<file path="src/hw/rtl/wst_pkg.sv">
package wst_pkg;

  localparam int unsigned QUEUE_DEPTH  = 2;
  localparam int unsigned ADDR_W       = 5;
  localparam int unsigned CORDIC_STEPS = 16;
  localparam int unsigned SQRT_STEPS   = 13;
  localparam int unsigned ROOT_BITS    = 12;

  localparam logic [33:0] RAD100_SQ    = 34'd10000;
  localparam logic [33:0] RAMP_SQ      = 34'd25000000;
  localparam int unsigned RAMP_DIST    = 5000;
  localparam logic [28:0] RAMP_RECIP   = 29'd439804652;
  localparam logic [16:0] TURN_TOL     = 17'd546;
  localparam logic [16:0] TURN_SPAN    = 17'd10923;
  localparam logic [16:0] QUARTER_TURN = 17'd16384;
  localparam int unsigned D_FLOOR      = 22938;
  localparam logic [14:0] MOVE_RAD     = 15'd100;

  localparam logic [14:0] MAX_SPEED_RST  = 15'd9830;
  localparam logic [14:0] MIN_SPEED_RST  = 15'd8192;
  localparam logic [14:0] FINAL_RAD_RST  = 15'd100;
  localparam logic [14:0] VIA_RAD_RST    = 15'd1000;
  localparam logic [14:0] FINAL_HTOL_RST = 15'd31;
  localparam logic [14:0] VIA_HTOL_RST   = 15'd15646;

  typedef struct packed {
    logic signed [15:0] robot_x;
    logic signed [15:0] robot_y;
    logic signed [15:0] robot_heading;
    logic signed [15:0] target_x;
    logic signed [15:0] target_y;
    logic signed [15:0] target_heading;
    logic [2:0]         mode;
  } in_beat_t;

  typedef struct packed {
    logic               reached;
    logic signed [15:0] left_speed;
    logic signed [15:0] right_speed;
  } out_beat_t;

  typedef struct packed {
    logic [14:0] max_speed;
    logic [14:0] min_speed;
    logic [14:0] final_radius;
    logic [14:0] via_radius;
    logic [14:0] final_heading_tol;
    logic [14:0] via_heading_tol;
  } cfg_t;

  typedef enum logic [2:0] {
    KIND_FINAL    = 3'd0,
    KIND_PREFINAL = 3'd1,
    KIND_VIA      = 3'd2,
    KIND_MOVE     = 3'd3,
    KIND_TURN     = 3'd4,
    KIND_OTHER    = 3'd5
  } kind_e;

  typedef enum logic [2:0] {
    REG_MAX_SPEED  = 3'd0,
    REG_MIN_SPEED  = 3'd1,
    REG_FINAL_RAD  = 3'd2,
    REG_VIA_RAD    = 3'd3,
    REG_FINAL_HTOL = 3'd4,
    REG_VIA_HTOL   = 3'd5
  } reg_idx_e;

  typedef struct packed {
    logic signed [16:0] dx;
    logic signed [16:0] dy;
    logic [15:0]        robot_heading;
    logic [15:0]        target_heading;
    logic [15:0]        dh;
    kind_e              kind;
  } job_t;

  typedef enum logic [3:0] {
    ST_IDLE,
    ST_SQ1,
    ST_SQ2,
    ST_CORD,
    ST_SCALE,
    ST_DIV,
    ST_MOVE1,
    ST_MOVE2,
    ST_ROOT,
    ST_TURN1,
    ST_TURN2,
    ST_DONE
  } back_state_e;

  function automatic logic [31:0] atan_entry(input logic [3:0] i);
    logic [31:0] v;
    case (i)
      4'd0:    v = 32'd536870912;
      4'd1:    v = 32'd316933406;
      4'd2:    v = 32'd167458907;
      4'd3:    v = 32'd85004756;
      4'd4:    v = 32'd42667331;
      4'd5:    v = 32'd21354465;
      4'd6:    v = 32'd10680862;
      4'd7:    v = 32'd5340245;
      4'd8:    v = 32'd2670163;
      4'd9:    v = 32'd1335087;
      4'd10:   v = 32'd667544;
      4'd11:   v = 32'd333772;
      4'd12:   v = 32'd166886;
      4'd13:   v = 32'd83443;
      4'd14:   v = 32'd41722;
      default: v = 32'd20861;
    endcase
    return v;
  endfunction

  function automatic logic [16:0] abs_ang(input logic [15:0] a);
    return a[15] ? (17'h10000 - {1'b0, a}) : {1'b0, a};
  endfunction

endpackage

</file>
<file path="src/hw/rtl/wst_front.sv">
module wst_front import wst_pkg::*; (
  input  logic     in_valid_i,
  output logic     in_ready_o,
  input  in_beat_t in_data_i,
  output logic     job_valid_o,
  input  logic     job_ready_i,
  output job_t     job_data_o
);

  kind_e kind;

  always_comb begin
    case (in_data_i.mode)
      KIND_FINAL:    kind = KIND_FINAL;
      KIND_PREFINAL: kind = KIND_PREFINAL;
      KIND_VIA:      kind = KIND_VIA;
      KIND_MOVE:     kind = KIND_MOVE;
      KIND_TURN:     kind = KIND_TURN;
      default:       kind = KIND_OTHER;
    endcase
  end

  always_comb begin
    job_data_o.dx = {in_data_i.target_x[15], in_data_i.target_x}
                  - {in_data_i.robot_x[15], in_data_i.robot_x};
    job_data_o.dy = {in_data_i.target_y[15], in_data_i.target_y}
                  - {in_data_i.robot_y[15], in_data_i.robot_y};
    job_data_o.robot_heading  = in_data_i.robot_heading;
    job_data_o.target_heading = in_data_i.target_heading;
    job_data_o.dh   = in_data_i.robot_heading - in_data_i.target_heading;
    job_data_o.kind = kind;
  end

  assign job_valid_o = in_valid_i;
  assign in_ready_o  = job_ready_i;

endmodule

</file>
<file path="config.mk">
export PLATFORM = sky130hd
export DESIGN_NAME = wst_front
export DESIGN_NICKNAME = d
export VERILOG_FILES = /design/src/hw/rtl/wst_pkg.sv /design/src/hw/rtl/wst_front.sv
export SDC_FILE = /design/constraint.sdc
export NUM_CORES = 1
export LEC_CHECK = 0
export BUFFER_PORTS_ARGS = -buffer_cell sky130_fd_sc_hd__buf_2
export CAP_MARGIN = 20
export CORE_ASPECT_RATIO = 1.2
export CORE_MARGIN = 4
export CORE_UTILIZATION = 44
export DETAILED_ROUTE_END_ITERATION = 10
export PLACE_DENSITY = 0.85
export SLEW_MARGIN = 30
export SYNTH_ARGS = -nofsm -noshare
export SYNTH_HDL_FRONTEND = slang
export SYNTH_SLANG_ARGS = --single-unit
</file>
<file path="constraint.sdc">
create_clock -name vclk -period 2.6
set_input_delay 0.26 -clock vclk [all_inputs]
set_output_delay 0.26 -clock vclk [all_outputs]
set_load 0.01 [all_outputs]
</file>
==> results.py, run 1 <==
metrics = {
    "yosys": {
        "ys_seq_area_share_pct": 0,
        "synth.avg_cell_area_um2": 6.93,
        "synthMuxAreaShare_pct": 0.724,
        "synth-simple-area-share_pct": 16.0,
        "synth_cell_types": 57,
        "synth_area_leaders": "ha_1 (21%), inv_1 (9.6%), buf_4 (9.2%)",
        "synth-compound-area-share_pct": 28.4,
        "synthAdderAreaFrac_pct": 23.4,
        "syn_inst": 399,
        "synth_area_leader_cell": "ha_1",
        "yosysWarnings": 0,
        "synth_top_family_by_area": "compound AO/OA/AOI/OAI gates",
        "synth_top_area_share_pct": 21.3,
        "syn-cell-area_um2": 2760,
        "syn-num-nets": 550,
        "yosys.area_share.xor_xnor_pct": 11.4,
    },
    "grt": {
        "grt_max_degree": 9,
        "grt_pass1_vias": 2887,
        "grt_pass1_wl_mm": 11.4,
        "antenna_found_initial": 0,
        "grt_overflow": 0,
        "grt.total_usage_pct": 17.5,
    },
    "die": {
        "rows": 31,
        "core_um2": 6050,
        "start_util_pct": 45.7,
        "die_area_um2": 7620,
        "ios": 188,
        "die_w_um": 80.4,
        "die-height_um": 94.8,
    },
    "critical_path": {
        "critPathCaptureType": "output port",
        "critical_path.max_stage_delay_ns": 0.42,
        "arrival_ns": 2.21,
        "cp.required_ns": 2.34,
        "worst_setup_path_start_kind": "input port",
        "cpLargestDelayFamily": "adder cells",
        "cpMostUsedCell": "buf_2",
        "cp_slowest_cell": "fa_1",
        "crit_type": "in2out",
        "path_cells": "buf_2 > inv_1 > ha_1 > fa_1 > nor2b_2 > o211ai_1 > a31oi_2 > nand3_1 > a32oi_2 > xor2_1 > buf_2",
        "worst-path-buf-inv": 3,
        "path_max_fanout": 3,
    },
    "pwr": {
        "ir_drop_mv": 0.147,
        "p_leak_nw": 2.06,
        "p_per_area_nw_per_um2": 281,
    },
    "placement": {
        "port_buffers": 184,
        "dp_slack_ns": 0.0546,
        "gp_congestion": 0.925,
        "hpwl_mm": 6.80,
    },
    "sta": {
        "period_needed_ns": 2.47,
        "fmax_ghz": 0.405,
        "worst_slew_pin_slew_ns": 0.434,
        "tns_ns": 0,
        "relSlewSlack_pct": 70.9,
        "rsz0062_at_grt": "false",
        "finalCritPeriodShare_pct": 94.9,
        "setup_viol": 0,
        "layout_setup_ws_ns": 0.133,
        "finalHoldViolCount": 0,
        "final_max_slew_viol_count": 0,
    },
    "min_path": {
        "hold_depth": 0,
        "hp-start": "job_ready_i",
        "hold_class": "in2out",
        "holdPathEnd": "in_ready_o",
    },
    "route": {
        "drtIter0Drc": 64,
        "drc": 0,
        "wire_per_inst_um": 12.3,
        "ant_nets": 0,
        "totalWireLength_mm": 7.70,
        "routed-via-count": 3194,
        "via_per_inst": 5.10,
        "firstDrtPassIters": 4,
    },
    "run": {
        "maxCapViolations": 0,
    },
    "finish": {
        "layout.nets": 697,
        "layout_common_cells": "buf_2 (184), inv_1 (71), ha_1 (47)",
        "design.seq.count": 0,
        "antennaDiodeCount": 0,
        "nFillCells": 560,
        "seqCellArea_um2": 0,
        "nClkBuffers": 0,
        "final_common_cell": "buf_2",
        "drive_gt1_share_pct": 36.9,
        "synthToLayoutAreaGrowth_pct": 27.3,
    },
    "run_status": {
        "status": "completed",
    },
    "cts": {
        "postCtsHoldBufs": 0,
        "ctsResizeCount": 0,
        "cts_setup_buffers": 0,
    },
}
## synthesized netlist by cell type, types with 4 or more instances
| library cell | instances |
|---|---|
| a211oi_1 | 5 |
| a21o_1 | 12 |
| a21oi_1 | 28 |
| a31oi_1 | 4 |
| buf_4 | 34 |
| ha_1 | 47 |
| inv_1 | 71 |
| nand2_1 | 18 |
| nand3_1 | 10 |
| nand4_1 | 4 |
| nor2_1 | 27 |
| nor2b_1 | 9 |
| nor3_1 | 4 |
| o211ai_1 | 7 |
| o21a_1 | 9 |
| o21ai_0 | 11 |
| o21ai_1 | 5 |
| xnor2_1 | 23 |
| xor2_1 | 13 |
## cell type report
cell class         instances  area, um^2  share of cell area, %
well taps                 82         103                   2.92
inverters                 71         267                   7.57
repair buffers           185         928                   26.4
multi-input cells        288        2220                   63.1
## worst max-delay path by stage
stage	start	endpoint	slack (ns)	cells after the start
floorplan	in_data_i[19]	job_data_o[65]	0.35	9
global placement	in_data_i[19]	job_data_o[65]	0.13	11
detailed placement	in_data_i[19]	job_data_o[65]	0.05	11
CTS	in_data_i[19]	job_data_o[65]	0.05	11
global route	in_data_i[11]	job_data_o[18]	0.002	10
finish	in_data_i[19]	job_data_o[65]	0.13	11
## cell families after synthesis
group,after synthesis
XOR/XNOR,36
buffers and inverters,111
adder cells (fa/ha/maj),50
AND/OR/NAND/NOR,89
AO/OA/AOI/OAI,111
multiplexers,2
## per-layer routing
metal | track usage, % | up-vias | routed length [um]
met2 | 37.7 | 150 | 4030
li1 | - | 1632 | -
met3 | 1.24 | 15 | 671
met4 | 3.24 | 0 | 141
met1 | 17.6 | 1397 | 2860
met5 | 0 | - | 0
## through the flow
stage | area, um^2 | utilization [%] | hold slack [ns] | cells | power (mW)
after CTS | 3510 | 58.0 | 0.520 | 626 | 0.986
after detailed placement | 3510 | 58.0 | 0.520 | 626 | 0.981
after global routing | 3520 | 58.1 | 0.520 | 626 | 1.09
after floorplan | 2760 | - | 0.566 | 399 | 0.665
after global placement | 3510 | 58.0 | 0.520 | 626 | 0.959
final | 3520 | 58.1 | 0.520 | 626 | 0.988
## power by group
group | total [mW] | internal (mW) | switching (mW)
Clock | 0 | 0 | 0
Sequential | 0 | 0 | 0
Combinational | 0.988 | 0.448 | 0.540
Total | 0.988 | 0.448 | 0.540
Note: power is estimated with default switching activity, not from simulation.
==> inputs of run 2 (changes only) <==
--- a/config.mk
+++ b/config.mk
@@ -11,6 +11,8 @@
 export CORE_MARGIN = 4
 export CORE_UTILIZATION = 44
 export DETAILED_ROUTE_END_ITERATION = 10
+export GPL_ROUTABILITY_DRIVEN = 0
+export MAX_ROUTING_LAYER = met4
 export PLACE_DENSITY = 0.85
 export SLEW_MARGIN = 30
 export SYNTH_ARGS = -nofsm -noshare
==> run 2 against run 1 <==
Hold slack unchanged. Cell area unchanged. Worst setup slack unchanged. Flip-flop and latch count unchanged. Via count about the same. Die area unchanged. Count of clock-buffer cells in the layout unchanged. Critical path depth unchanged.
==> results.py, run 2 (same netlist as run 1, synthesis figures left out) <==
metrics = {
    "critical_path": {
        "critPathCaptureType": "output port",
        "cpLargestDelayFamily": "adder cells",
        "cp.required_ns": 2.34,
        "cp_slowest_cell": "fa_1",
        "crit_path_start": "in_data_i[19]",
        "critical_path.max_stage_delay_ns": 0.42,
        "path_max_fanout": 3,
        "cpMostUsedCell": "buf_2",
        "crit_type": "in2out",
        "arrival_ns": 2.21,
        "path_cells": "buf_2 > inv_1 > ha_1 > fa_1 > nor2b_2 > o211ai_1 > a31oi_2 > nand3_1 > a32oi_2 > xor2_1 > buf_2",
        "worst_setup_path_start_kind": "input port",
        "worst-path-buf-inv": 3,
    },
    "min_path": {
        "hp-start": "job_ready_i",
        "hold_class": "in2out",
    },
    "route": {
        "totalWireLength_mm": 7.69,
        "via_per_inst": 5.11,
        "ant_nets": 0,
        "firstDrtPassIters": 4,
        "routed-via-count": 3196,
        "drc": 0,
        "drtIter0Drc": 65,
        "wire_per_inst_um": 12.3,
    },
    "die": {
        "die-height_um": 94.8,
        "core_um2": 6050,
        "die_w_um": 80.4,
        "die_area_um2": 7620,
        "ios": 188,
        "start_util_pct": 45.7,
        "rows": 31,
    },
    "finish": {
        "layout.nets": 697,
        "seqCellArea_um2": 0,
        "nFillCells": 560,
        "design.seq.count": 0,
        "layout_common_cells": "buf_2 (184), inv_1 (71), ha_1 (47)",
        "nClkBuffers": 0,
        "fin_area_um2": 3520,
        "drive_gt1_share_pct": 36.9,
        "final_common_cell": "buf_2",
        "antennaDiodeCount": 0,
        "synthToLayoutAreaGrowth_pct": 27.3,
        "multi_input_area_um2": 2220,
    },
    "sta": {
        "finalHoldViolCount": 0,
        "relSlewSlack_pct": 70.9,
        "fmax_ghz": 0.405,
        "finalCritPeriodShare_pct": 94.9,
        "period_needed_ns": 2.47,
        "setup_viol": 0,
        "tns_ns": 0,
        "rsz0062_at_grt": "false",
        "worst_slew_pin_slew_ns": 0.434,
        "final_max_slew_viol_count": 0,
    },
    "run": {
        "maxCapViolations": 0,
    },
    "grt": {
        "grt_max_degree": 9,
        "grt.total_usage_pct": 18.0,
        "antenna_found_initial": 0,
        "grt_pass1_vias": 2886,
        "grt_overflow": 0,
        "grt_pass1_wl_mm": 11.4,
    },
    "placement": {
        "place_area_um2": 3510,
        "port_buffers": 184,
        "hpwl_mm": 6.80,
    },
    "pwr": {
        "p_leak_nw": 2.06,
        "p_per_area_nw_per_um2": 281,
        "ir_drop_mv": 0.147,
    },
    "run_status": {
        "status": "completed",
    },
}
## run 2: worst paths after layout
kind              to  slack (ns)  depth (start not counted)
min       in_ready_o        0.52                          0
max   job_data_o[65]        0.13                         11
## run 2: power by group
| group | internal [mW] | leakage, nW | switching [mW] | total [mW] |
|---|---|---|---|---|
| Sequential | 0 | 0 | 0 | 0 |
| Clock | 0 | 0 | 0 | 0 |
| Combinational | 0.448 | 2.06 | 0.540 | 0.988 |
| Total | 0.448 | 2.06 | 0.540 | 0.988 |
## run 2: repair_timing
item / in CTS / in global routing
hold buffers: 0 / 0
setup endpoints to repair: 0 / 3
setup buffers: 0 / 0
hold endpoints to repair: 0 / 0
gates resized for setup: 0 / 3
## run 2: final cells by class
class                      instances  share of cell area (%)
inverter                          71                    7.57
multi-input combinational        288                    63.1
tap                               82                    2.92
timing repair buffer             185                    26.4
## run 2: routing by layer
metal	wire length (um)	track usage [%]	vias to the layer above
met2	4010	37.7	152
met4	141	3.24	0
li1	-	-	1631
met1	2890	17.8	1398
met3	654	0.954	15
met5	0	-	-
## run 2: metrics by stage
step | utilization (%) | total power [mW] | worst slack, ns | hold WS, ns | cells
floorplan | - | 0.665 | 0.353 | 0.566 | 399
global placement | 58.0 | 0.959 | 0.129 | 0.520 | 626
detailed placement | 58.0 | 0.981 | 0.0546 | 0.520 | 626
CTS | 58.0 | 0.986 | 0.0486 | 0.520 | 626
global route | 58.1 | 1.09 | 0.00175 | 0.520 | 626
finish | 58.1 | 0.988 | 0.133 | 0.520 | 626
