==> config.mk <==
export PLATFORM = sky130hd
export DESIGN_NAME = wst_queue
export DESIGN_NICKNAME = d
export VERILOG_FILES = /design/src/hw/rtl/wst_pkg.sv /design/src/hw/rtl/wst_queue.sv
export SDC_FILE = /design/constraint.sdc
export NUM_CORES = 1
export LEC_CHECK = 0
export BUFFER_PORTS_ARGS = -buffer_cell sky130_fd_sc_hd__buf_4
export CAP_MARGIN = 30
export CORE_MARGIN = 5
export CORE_UTILIZATION = 30
export DETAILED_ROUTE_END_ITERATION = 12
export SYNTH_ARGS = -nofsm -noshare
export SYNTH_HDL_FRONTEND = slang
export SYNTH_SLANG_ARGS = --single-unit
==> constraint.sdc <==
create_clock -name clk_i -period 12.91 [get_ports clk_i]
set_input_delay 0.6455 -clock clk_i [delete_from_list [all_inputs] [get_ports clk_i]]
set_output_delay 0.6455 -clock clk_i [all_outputs]
set_load 0.01 [all_outputs]
==> src/hw/rtl/wst_pkg.sv <==
package wst_pkg;

  localparam int unsigned QUEUE_DEPTH  = 2;
  localparam int unsigned ADDR_W       = 5;
  localparam int unsigned CORDIC_STEPS = 16;
  localparam int unsigned SQRT_STEPS   = 13;
  localparam int unsigned ROOT_BITS    = 12;

  localparam logic [33:0] RAD100_SQ    = 34'd10000;
  localparam logic [33:0] RAMP_SQ      = 34'd25000000;
  localparam int unsigned RAMP_DIST    = 5000;
  localparam logic [28:0] RAMP_RECIP   = 29'd439804652;
  localparam logic [16:0] TURN_TOL     = 17'd546;
  localparam logic [16:0] TURN_SPAN    = 17'd10923;
  localparam logic [16:0] QUARTER_TURN = 17'd16384;
  localparam int unsigned D_FLOOR      = 22938;
  localparam logic [14:0] MOVE_RAD     = 15'd100;

  localparam logic [14:0] MAX_SPEED_RST  = 15'd9830;
  localparam logic [14:0] MIN_SPEED_RST  = 15'd8192;
  localparam logic [14:0] FINAL_RAD_RST  = 15'd100;
  localparam logic [14:0] VIA_RAD_RST    = 15'd1000;
  localparam logic [14:0] FINAL_HTOL_RST = 15'd31;
  localparam logic [14:0] VIA_HTOL_RST   = 15'd15646;

  typedef struct packed {
    logic signed [15:0] robot_x;
    logic signed [15:0] robot_y;
    logic signed [15:0] robot_heading;
    logic signed [15:0] target_x;
    logic signed [15:0] target_y;
    logic signed [15:0] target_heading;
    logic [2:0]         mode;
  } in_beat_t;

  typedef struct packed {
    logic               reached;
    logic signed [15:0] left_speed;
    logic signed [15:0] right_speed;
  } out_beat_t;

  typedef struct packed {
    logic [14:0] max_speed;
    logic [14:0] min_speed;
    logic [14:0] final_radius;
    logic [14:0] via_radius;
    logic [14:0] final_heading_tol;
    logic [14:0] via_heading_tol;
  } cfg_t;

  typedef enum logic [2:0] {
    KIND_FINAL    = 3'd0,
    KIND_PREFINAL = 3'd1,
    KIND_VIA      = 3'd2,
    KIND_MOVE     = 3'd3,
    KIND_TURN     = 3'd4,
    KIND_OTHER    = 3'd5
  } kind_e;

  typedef enum logic [2:0] {
    REG_MAX_SPEED  = 3'd0,
    REG_MIN_SPEED  = 3'd1,
    REG_FINAL_RAD  = 3'd2,
    REG_VIA_RAD    = 3'd3,
    REG_FINAL_HTOL = 3'd4,
    REG_VIA_HTOL   = 3'd5
  } reg_idx_e;

  typedef struct packed {
    logic signed [16:0] dx;
    logic signed [16:0] dy;
    logic [15:0]        robot_heading;
    logic [15:0]        target_heading;
    logic [15:0]        dh;
    kind_e              kind;
  } job_t;

  typedef enum logic [3:0] {
    ST_IDLE,
    ST_SQ1,
    ST_SQ2,
    ST_CORD,
    ST_SCALE,
    ST_DIV,
    ST_MOVE1,
    ST_MOVE2,
    ST_ROOT,
    ST_TURN1,
    ST_TURN2,
    ST_DONE
  } back_state_e;

  function automatic logic [31:0] atan_entry(input logic [3:0] i);
    logic [31:0] v;
    case (i)
      4'd0:    v = 32'd536870912;
      4'd1:    v = 32'd316933406;
      4'd2:    v = 32'd167458907;
      4'd3:    v = 32'd85004756;
      4'd4:    v = 32'd42667331;
      4'd5:    v = 32'd21354465;
      4'd6:    v = 32'd10680862;
      4'd7:    v = 32'd5340245;
      4'd8:    v = 32'd2670163;
      4'd9:    v = 32'd1335087;
      4'd10:   v = 32'd667544;
      4'd11:   v = 32'd333772;
      4'd12:   v = 32'd166886;
      4'd13:   v = 32'd83443;
      4'd14:   v = 32'd41722;
      default: v = 32'd20861;
    endcase
    return v;
  endfunction

  function automatic logic [16:0] abs_ang(input logic [15:0] a);
    return a[15] ? (17'h10000 - {1'b0, a}) : {1'b0, a};
  endfunction

endpackage

==> src/hw/rtl/wst_queue.sv <==
module wst_queue import wst_pkg::*; #(
  parameter int unsigned Depth = QUEUE_DEPTH
) (
  input  logic clk_i,
  input  logic rst_ni,
  input  logic push_valid_i,
  output logic push_ready_o,
  input  job_t push_data_i,
  output logic pop_valid_o,
  input  logic pop_ready_i,
  output job_t pop_data_o
);

  localparam int unsigned PtrW = (Depth > 1) ? $clog2(Depth) : 1;
  localparam int unsigned CntW = $clog2(Depth + 1);

  job_t            mem_q [Depth];
  logic [PtrW-1:0] wr_ptr_q, wr_ptr_d, rd_ptr_q, rd_ptr_d;
  logic [CntW-1:0] cnt_q, cnt_d;
  logic            push, pop;

  assign push_ready_o = (cnt_q != CntW'(Depth));
  assign pop_valid_o  = (cnt_q != '0);
  assign pop_data_o   = mem_q[rd_ptr_q];
  assign push = push_valid_i && push_ready_o;
  assign pop  = pop_valid_o && pop_ready_i;

  always_comb begin
    wr_ptr_d = wr_ptr_q;
    rd_ptr_d = rd_ptr_q;
    cnt_d    = cnt_q;
    if (push) begin
      wr_ptr_d = (wr_ptr_q == PtrW'(Depth - 1)) ? '0 : wr_ptr_q + PtrW'(1);
    end
    if (pop) begin
      rd_ptr_d = (rd_ptr_q == PtrW'(Depth - 1)) ? '0 : rd_ptr_q + PtrW'(1);
    end
    if (push && !pop) begin
      cnt_d = cnt_q + CntW'(1);
    end else if (pop && !push) begin
      cnt_d = cnt_q - CntW'(1);
    end
  end

  always_ff @(posedge clk_i or negedge rst_ni) begin
    if (!rst_ni) begin
      wr_ptr_q <= '0;
      rd_ptr_q <= '0;
      cnt_q    <= '0;
    end else begin
      wr_ptr_q <= wr_ptr_d;
      rd_ptr_q <= rd_ptr_d;
      cnt_q    <= cnt_d;
    end
  end

  always_ff @(posedge clk_i) begin
    if (push) begin
      mem_q[wr_ptr_q] <= push_data_i;
    end
  end

endmodule

==> reports/results.ini, run 1 <==
[cells_and_area]
layout-drive-gt1-share_pct=61.2
syn_to_final_growth_pct=33.3
diodes=0
final_common_cell=buf_4
postLayoutCellArea_um2=8710
fillers=1994
mostFrequentLayoutCells=buf_4, edfxtp_1, mux2_2
stdcell_count=765
nets=563

[grt]
grtUsageMet2_pct=17.0
track_usage_pct=10.1
antenna_found_initial=0
grt_pass1_vias=3653
grt_max_degree=56
use_met1_pct=11.4
grt_overflow=0
use_met3_pct=4.56
grt_first_pass_wirelength_mm=19.0
busiest_layer=met2

[logic_synthesis]
synth-seq-area-share_pct=79.7
yosysUniqueCellTypes=17
synthTopCellsByArea=edfxtp_1, mux2_4, mux2_2
synth_compound_gate_area_share_pct=0
synthCells=283
synth.ff_latch_count=174
synth_xor_xnor_area_share_pct=0.670
synth.largest_area_cell=edfxtp_1
synth_top_family_by_area=multiplexers
syn_area_um2=6530
syn-mean-instance-area_um2=23.1
synth_fp_nets=373
synth_top_area_share_pct=78.1
synth-simple-area-share_pct=0.517
ys_warn_count=0
synthMuxAreaShare_pct=17.0
yosys.area_share.adder_pct=0.192

[outcome]
outcome=complete, no violations

[run]
cap_violations=0

[clock_network]
clockBufferDepth=2
cts_buffers=17
htreeDepth=4
clock-root-buffer=clkbuf_16
cts_tree=built
cts-resized-gates=0
clk_pin_slew_ns=0.07
cts_hold_buf=1
cts_sinks=174
cts_setup_buffers=0
clk-insertion-delay-late_ns=0.41

[setup_path]
cp_max_fo=33
endpoint=pop_data_o[70]
end_kind=output pin
worstSetupPathType=reg -> out
startpoint_type=flop
worstRegToRegCells=5
rr_endpoint=mem_q[0][26]$_DFFE_PP_
cp-startpoint=rd_ptr_q$_DFFE_PN0P_
required_ns=12.26
worstPathArrival_ns=2.44
reg2reg_from=cnt_q[0]$_DFFE_PN0P_
reg2reg_slack_ns=10.56

[sta]
hold_violations=0
worst_pin_slew_ns=0.642
period_share_pct=23.9
setup_viol=0
finClkSkew_ns=0.0114
rsz0062_at_grt=false
min_period_ns=3.09
slew_violations=0
timing.setup.tns_ns=0
clock.fmax_ghz=0.324
relSlewSlack_pct=57.2

[worst_hold_path]
holdCritStartpoint=push_data_i[63]
min_path_type=in -> reg

[floorplan]
die_area_um2=24800
start_util_pct=30.2
ioPinCount=176
rows=54
core_area_um2=21600
die_y_um=158
die_x_um=158

[route]
drt_wl_total_mm=12.6
ant_nets=0
vias=3220
drtPass1Iterations=3
routedWlPerCell_um=16.5
viasPerCell=4.21
drt_iter0_markers=107
drc=0

[power]
max-vdd-ir-drop_mv=0.0777
leakagePower_nw=3.32
power_density_nw_per_um2=222

[place]
placed_area_um2=8130
dp_hpwl_mm=8.47
numPortBuffers=175
placed_cells=732
gp_congestion=0.703

## area by class of cell
cell class | instances | area (µm²) | area share, %
clock buffers | 17 | 425 | 4.88
clock inverters | 14 | 118 | 1.35
inverters | 1 | 3.75 | 0.0431
multi-input cells | 98 | 1210 | 13.9
flip-flops and latches | 174 | 5210 | 59.8
well taps | 280 | 350 | 4.02
repair buffers | 181 | 1390 | 16.0
## metal layers
layer / up-vias / part of all wire [%] / wire, µm
met5: - / 0 / 0
met4: 0 / 0.84 / 106
met3: 7 / 9.3 / 1180
met2: 117 / 50 / 6280
met1: 1603 / 40 / 5040
li1: 1493 / - / -
## worst min-delay path by stage
| stage | end | slack [ns] | depth (start not counted) |
|---|---|---|---|
| after floorplan | cnt_q[0]$_DFFE_PN0P_ | 0.35 | 0 |
| after global placement | cnt_q[1]$_DFFE_PN0P_ | 0.45 | 1 |
| after detailed placement | cnt_q[1]$_DFFE_PN0P_ | 0.45 | 1 |
| after CTS | mem_q[0][72]$_DFFE_PP_ | 0.38 | 1 |
| after global routing | mem_q[1][61]$_DFFE_PP_ | 0.38 | 1 |
| final | mem_q[0][63]$_DFFE_PP_ | 0.41 | 1 |
## where the power goes
| part | switching, mW | internal (mW) |
|---|---|---|
| Sequential | 0.0494 | 0.773 |
| Clock | 0.208 | 0.264 |
| Combinational | 0.292 | 0.349 |
## cells in the mapped netlist
| cell | number |
|---|---|
| xnor2_1 | 3 |
| mux2_2 | 45 |
| buf_8 | 1 |
| or2_2 | 1 |
| buf_12 | 4 |
| nand2_1 | 2 |
| buf_2 | 4 |
| edfxtp_1 | 170 |
| dfrtp_1 | 4 |
| mux2_4 | 40 |
| inv_1 | 1 |
| nand2b_1 | 1 |
| and3_1 | 1 |
| buf_6 | 1 |
| nor2_1 | 2 |
| xor2_1 | 2 |
| ha_1 | 1 |
## per-stage QoR
step	hold WS (ns)	utilization (%)	power [mW]	setup WS [ns]
2_1_floorplan	0.350	-	1.23	8.10
3_3_place_gp	0.446	37.5	1.47	9.98
3_5_place_dp	0.448	37.6	1.49	10.06
4_1_cts	0.383	40.2	1.97	9.60
5_1_grt	0.383	40.3	2.04	9.69
6_report	0.409	40.3	1.94	9.82
## logic make-up after synthesis
group | after synthesis
fa+ha+maj | 1
mux | 85
flops | 174
xor+xnor | 5
simple gates | 7
buf+inv | 11
## worst max-delay path: stages (launching register included)
cell,delay (ns)
dfrtp_4,0.70
buf_4,0.46
buf_16,0.28
mux2_2,0.38
buf_4,0.14
## state kept, by name (all words and copies together), names as in the netlist
register,cells
wr_ptr_q,1
cnt_q,2
rd_ptr_q,1
mem_q,170
No activity file was read; power rests on OpenSTA's default activity.
==> run 2: changes to the inputs <==
clock period = 2.5 ns   (was 12.91 ns; I/O delays follow)
==> run 2 against run 1 <==
Against the previous run:
- first-iteration DRC count rose by 2.8%
- count of clock-buffer cells in the layout increased by 1
- die area did not move
- sequential share of layout area down 5.8 points
- largest power group unchanged
- critical path depth down 1
- worst setup slack got worse by 9.4 ns
- critical endpoint is now pop_data_o[74]
- sequential power rose to 5.2 times the previous value
==> reports/results.ini, run 2 (synthesis results as in run 1) <==
[outcome]
outcome=complete, no violations  ; unchanged

[power]
leakagePower_nw=3.72  ; was 3.32 nW
max-vdd-ir-drop_mv=0.647  ; was 0.0777 mV
swShare_pct=28.0  ; was 28.4%
power.switching_mw=2.92  ; was 0.550 mW
intPower_mw=7.48  ; was 1.39 mW
power_density_nw_per_um2=1080  ; was 222 nW/µm²
power_frac_comb_pct=32.9  ; was 33.1%
seqPwrFrac_pct=40.8  ; was 42.5%
p_clk_share_pct=26.2  ; was 24.4%
power.total_mw=10.4  ; was 1.94 mW

[cells_and_area]
final_common_cell=buf_4  ; unchanged
seqCellArea_um2=5210  ; unchanged
layout-drive-gt1-share_pct=52.5  ; was 61.2%
top_regs=mem_q x170, cnt_q x2  ; unchanged
regMostFlops=mem_q  ; unchanged
stdcell_count=853  ; was 765
fin_util_pct=44.6  ; was 40.3%
largest_register_ffs=170  ; unchanged
nets=650  ; was 563
mostFrequentLayoutCells=buf_4, edfxtp_1, dlygate4sd3_1  ; was buf_4, edfxtp_1, mux2_2
fillers=1886  ; was 1994
multiInputGateArea_um2=1210  ; unchanged
diodes=0  ; unchanged
syn_to_final_growth_pct=47.5  ; was 33.3%
postLayoutCellArea_um2=9640  ; was 8710 µm²

[clock_network]
clk_pin_slew_ns=0.07  ; about the same
cts_tree=built  ; unchanged
htreeDepth=4  ; unchanged
clock-root-buffer=clkbuf_16  ; unchanged
clk-insertion-delay-late_ns=0.41  ; about the same
cts_sinks=174  ; unchanged
cts_setup_buffers=0  ; unchanged
cts_hold_buf=87  ; was 1
cts_buffers=17  ; unchanged
cts-resized-gates=0  ; unchanged
clockBufferDepth=2  ; unchanged

[sta]
clock.fmax_ghz=0.475
period_share_pct=84.2
setup_viol=0  ; unchanged
worst_pin_slew_ns=0.629  ; was 0.642 ns
slew_violations=0  ; unchanged
rsz0062_at_grt=false  ; unchanged
timing.setup.tns_ns=0  ; unchanged
relSlewSlack_pct=58.1  ; was 57.2%
hold_violations=0  ; unchanged
finClkSkew_ns=0.00982  ; was 0.0114 ns
min_period_ns=2.11

[setup_path]
cp_max_fo=36  ; was 33
startpoint_type=flop  ; unchanged
required_ns=2.38  ; was 12.26 ns
reg2reg_slack_ns=0.76  ; was 10.56 ns
end_kind=output pin  ; unchanged
worstPathArrival_ns=1.98  ; was 2.44 ns
worstSetupPathType=reg -> out  ; unchanged

[grt]
track_usage_pct=10.4  ; was 10.1%
grt_first_pass_wirelength_mm=19.9  ; was 19.0 mm
grt_overflow=0  ; unchanged
grt_pass1_vias=3854  ; was 3653
grt_max_degree=46  ; was 56
antenna_found_initial=0  ; unchanged

[floorplan]
start_util_pct=30.2  ; unchanged
die_area_um2=24800  ; unchanged
rows=54  ; unchanged
core_area_um2=21600  ; unchanged
ioPinCount=176  ; unchanged
die_x_um=158  ; unchanged
die_y_um=158  ; unchanged

[route]
drt_iter0_markers=110  ; was 107
viasPerCell=4.16  ; was 4.21
wl_met3_um=802  ; was 1.18 mm
drt_wl_total_mm=13.1  ; was 12.6 mm
met2_length_mm=6.69  ; was 6.28 mm
vias=3551  ; was 3220
routedWlPerCell_um=15.3  ; was 16.5 µm
drtPass1Iterations=4  ; was 3
drc=0  ; unchanged
ant_nets=0  ; unchanged
highest_layer=met4  ; unchanged
met1_length_mm=5.45  ; was 5.04 mm

[place]
dp_hpwl_mm=8.69  ; was 8.47 mm
placed_area_um2=8160  ; was 8130 µm²
placed_cells=734  ; was 732
gp_congestion=0.742  ; was 0.703
numPortBuffers=175  ; unchanged

[worst_hold_path]
min_path_type=in -> async  ; was in -> reg

[run]
cap_violations=0  ; unchanged

==> run 2: worst paths after layout <==
kind                                           start                endpoint  depth (start not counted)
worst min-delay path                          rst_ni    cnt_q[0]$_DFFE_PN0P_                          2
worst min register to register  cnt_q[1]$_DFFE_PN0P_    cnt_q[1]$_DFFE_PN0P_                          1
worst max-delay path            rd_ptr_q$_DFFE_PN0P_          pop_data_o[74]                          3
max in group asynchronous                     rst_ni    rd_ptr_q$_DFFE_PN0P_                          2
min in group clk_i                      push_valid_i    wr_ptr_q$_DFFE_PN0P_                          3
worst max register to register  cnt_q[0]$_DFFE_PN0P_  mem_q[0][42]$_DFFE_PP_                          4
==> run 2: final cells by class <==
cell class	count	share of cell area (%)
Clock inverter	14	1.87
Tap cell	280	3.64
Clock buffer	18	4.45
Timing Repair Buffer	268	23.4
Inverter	1	0.0390
Sequential cell	174	54.1
Multi-Input combinational cell	98	12.6
==> run 2: metrics by stage <==
step,setup WS [ns],hold WS [ns]
floorplan,0.0928,-0.171
global placement,0.814,-0.0748
detailed placement,0.754,-0.0732
CTS,0.342,0.0171
global route,0.292,0.0326
finish,0.394,0.0425
==> run 2: power by group through the flow <==
stage,clock (mW),combinational (mW),sequential [mW]
2_1_floorplan,0,2.13,4.18
3_3_place_gp,0,3.37,4.28
3_5_place_dp,0,3.39,4.32
4_1_cts,2.82,3.52,4.26
5_1_grt,2.95,3.68,4.31
6_report,2.73,3.42,4.25
==> run 2: per-layer routing <==
metal	GRT usage, %	vias up
met5	0	-
met4	3.20	0
met3	3.27	7
met2	18.2	113
met1	12.3	1762
li1	-	1669
==> run 2: critical path: stages (launching register included) <==
cell	delay, ns
dfrtp_4	0.71
buf_12	0.28
mux2_2	0.39
buf_4	0.15
==> run 3: changes to the inputs <==
clock period = 1.7 ns   (was 2.5 ns; I/O delays follow)
==> run 3 against run 2 <==
Against the previous run:
- the run now ends with negative setup slack left
- combinational power rose by 87%
- utilization rose by 2.1 points
- critical path depth rose by 1
- clock skew rose by 0.0057 ns
- routed wire length rose by 12%
- power rose by 58%
- register-to-register slack got worse by 0.63 ns
==> reports/results.ini, run 3 (synthesis results as in run 1) <==
[floorplan]
core_area_um2=21600  ; unchanged
ioPinCount=176  ; unchanged
die_y_um=158  ; unchanged
rows=54  ; unchanged
start_util_pct=30.2  ; unchanged
die_area_um2=24800  ; unchanged
die_x_um=158  ; unchanged

[power]
leakagePower_nw=3.90  ; was 3.72 nW
power_density_nw_per_um2=1630  ; was 1080 nW/µm²
max-vdd-ir-drop_mv=0.827  ; was 0.647 mV

[sta]
relSlewSlack_pct=81.1  ; was 58.1%
clock.fmax_ghz=0.564
hold_violations=0  ; unchanged
setup_viol=85  ; was 0
slew_violations=0  ; unchanged
min_period_ns=1.77
period_share_pct=104
rsz0062_at_grt=true  ; was false
layout_setup_ws_ns=-0.0741  ; was 0.394 ns
worst_pin_slew_ns=0.284  ; was 0.629 ns
finClkSkew_ns=0.0155  ; was 0.00982 ns

[outcome]
outcome=finished with violations  ; was complete, no violations
violations=negative setup slack

[route]
drt_wl_total_mm=14.6  ; was 13.1 mm
drc=0  ; unchanged
drtPass1Iterations=4  ; unchanged
routedWlPerCell_um=16.8  ; was 15.3 µm
ant_nets=0  ; unchanged
vias=3616  ; was 3551
drt_iter0_markers=119  ; was 110
viasPerCell=4.17  ; was 4.16

[worst_hold_path]
hold_depth=2
min_path_type=in -> reg  ; was in -> async

[cells_and_area]
final_common_cell=edfxtp_1  ; was buf_4
top_regs=mem_q x170, cnt_q x2  ; unchanged
stdcell_count=868  ; was 853
nets=665  ; was 650
largest_register_ffs=170  ; unchanged
mostFrequentLayoutCells=edfxtp_1, buf_4, dlygate4sd3_1  ; was buf_4, edfxtp_1, dlygate4sd3_1
layout-drive-gt1-share_pct=52.7  ; was 52.5%
fin_util_pct=46.6  ; was 44.6%
syn_to_final_growth_pct=54.4  ; was 47.5%
diodes=0  ; unchanged
regMostFlops=mem_q  ; unchanged

[grt]
grt_pass1_vias=3987  ; was 3854
track_usage_pct=11.0  ; was 10.4%
antenna_found_initial=0  ; unchanged
grt_overflow=0  ; unchanged
grt_max_degree=48  ; was 46
grt_first_pass_wirelength_mm=20.6  ; was 19.9 mm

[clock_network]
htreeDepth=4  ; unchanged
cts_tree=built  ; unchanged
cts_buffers=17  ; unchanged
clk-insertion-delay-late_ns=0.42  ; was 0.41 ns
clockBufferDepth=2  ; unchanged
clk_pin_slew_ns=0.06  ; was 0.07 ns
cts_sinks=174  ; unchanged
clock-root-buffer=clkbuf_16  ; unchanged

[setup_path]
startpoint_type=flop  ; unchanged
worstPathArrival_ns=1.69  ; was 1.98 ns
end_kind=output pin  ; unchanged
cp_max_fo=12  ; was 36
required_ns=1.62  ; was 2.38 ns
slowest_stage=dfrtp_4  ; unchanged
cp_cell_sequence=buf_12, buf_16, mux2_4, buf_6  ; was buf_12, mux2_2, buf_4
worstRegToRegCells=6  ; was 4
crit_path_max_incr_delay_ns=0.50  ; was 0.71 ns
worstSetupPathType=reg -> out  ; unchanged

[place]
dp_hpwl_mm=8.73  ; was 8.69 mm
numPortBuffers=175  ; unchanged
placed_cells=734  ; unchanged
gp_congestion=0.742  ; about the same

[run]
cap_violations=0  ; unchanged

run 3: power by group:
group | leakage, nW | switching, mW | internal [mW]
combinational | 1.99 | 2.76 | 3.61
sequential | 1.62 | 0.248 | 5.87
clock | 0.288 | 1.52 | 2.45
run 3: layer usage:
layer,part of all wire (%),wire (µm),track usage [%]
met1,39,5690,12.3
met2,54,7810,19.9
met3,6.1,890,3.30
met4,1.2,181,3.81
met5,0,0,0
run 3: worst max-delay path, delay by kind of cell (launching register included):
kind                   cells  cell delay [ns]
buffers and inverters      3             0.44
DFF                        1             0.50
muxes                      1             0.31
run 3: area by class of cell:
cell class | instances | area, µm²
Tap cell | 280 | 350
Clock buffer | 20 | 437
Timing Repair Buffer | 283 | 2690
Clock inverter | 12 | 169
Inverter | 1 | 3.75
Multi-Input combinational cell | 98 | 1220
Sequential cell | 174 | 5210
Fill cell | 1831 | 11500
run 3: repair_timing:
action,CTS,global route
gates resized for setup,44,0
hold buffers,89,0
buffers inserted,3,4
gates cloned,2,5
endpoints found under the hold margin,176,0
endpoints found under the setup margin,85,85
run 3: metrics by stage:
step / area, µm² / total power [mW] / setup TNS, ns / hold slack [ns] / setup WS, ns
6_report: 10100 / 16.5 / -4.54 / 0.390 / -0.0741
2_1_floorplan: 6560 / 9.31 / -85.14 / -0.211 / -0.602
4_1_cts: 9990 / 16.4 / -8.88 / 0.363 / -0.142
3_3_place_gp: 8220 / 11.4 / 0 / -0.114 / 0.252
5_1_grt: 10100 / 17.2 / -8.80 / 0.380 / -0.122
3_5_place_dp: 8220 / 11.5 / 0 / -0.114 / 0.171
run 3: path summary, 6_finish.rpt:
kind	from	end	slack, ns
worst max-delay path	rd_ptr_q$_DFFE_PN0P_	pop_data_o[39]	-0.07
worst min-delay path	push_data_i[73]	mem_q[0][73]$_DFFE_PP_	0.39
worst max register to register	cnt_q[0]$_DFFE_PN0P_	cnt_q[1]$_DFFE_PN0P_	0.13
worst min register to register	cnt_q[1]$_DFFE_PN0P_	cnt_q[1]$_DFFE_PN0P_	0.55
max in group asynchronous	rst_ni	rd_ptr_q$_DFFE_PN0P_	0.91
min in group asynchronous	rst_ni	cnt_q[0]$_DFFE_PN0P_	0.59
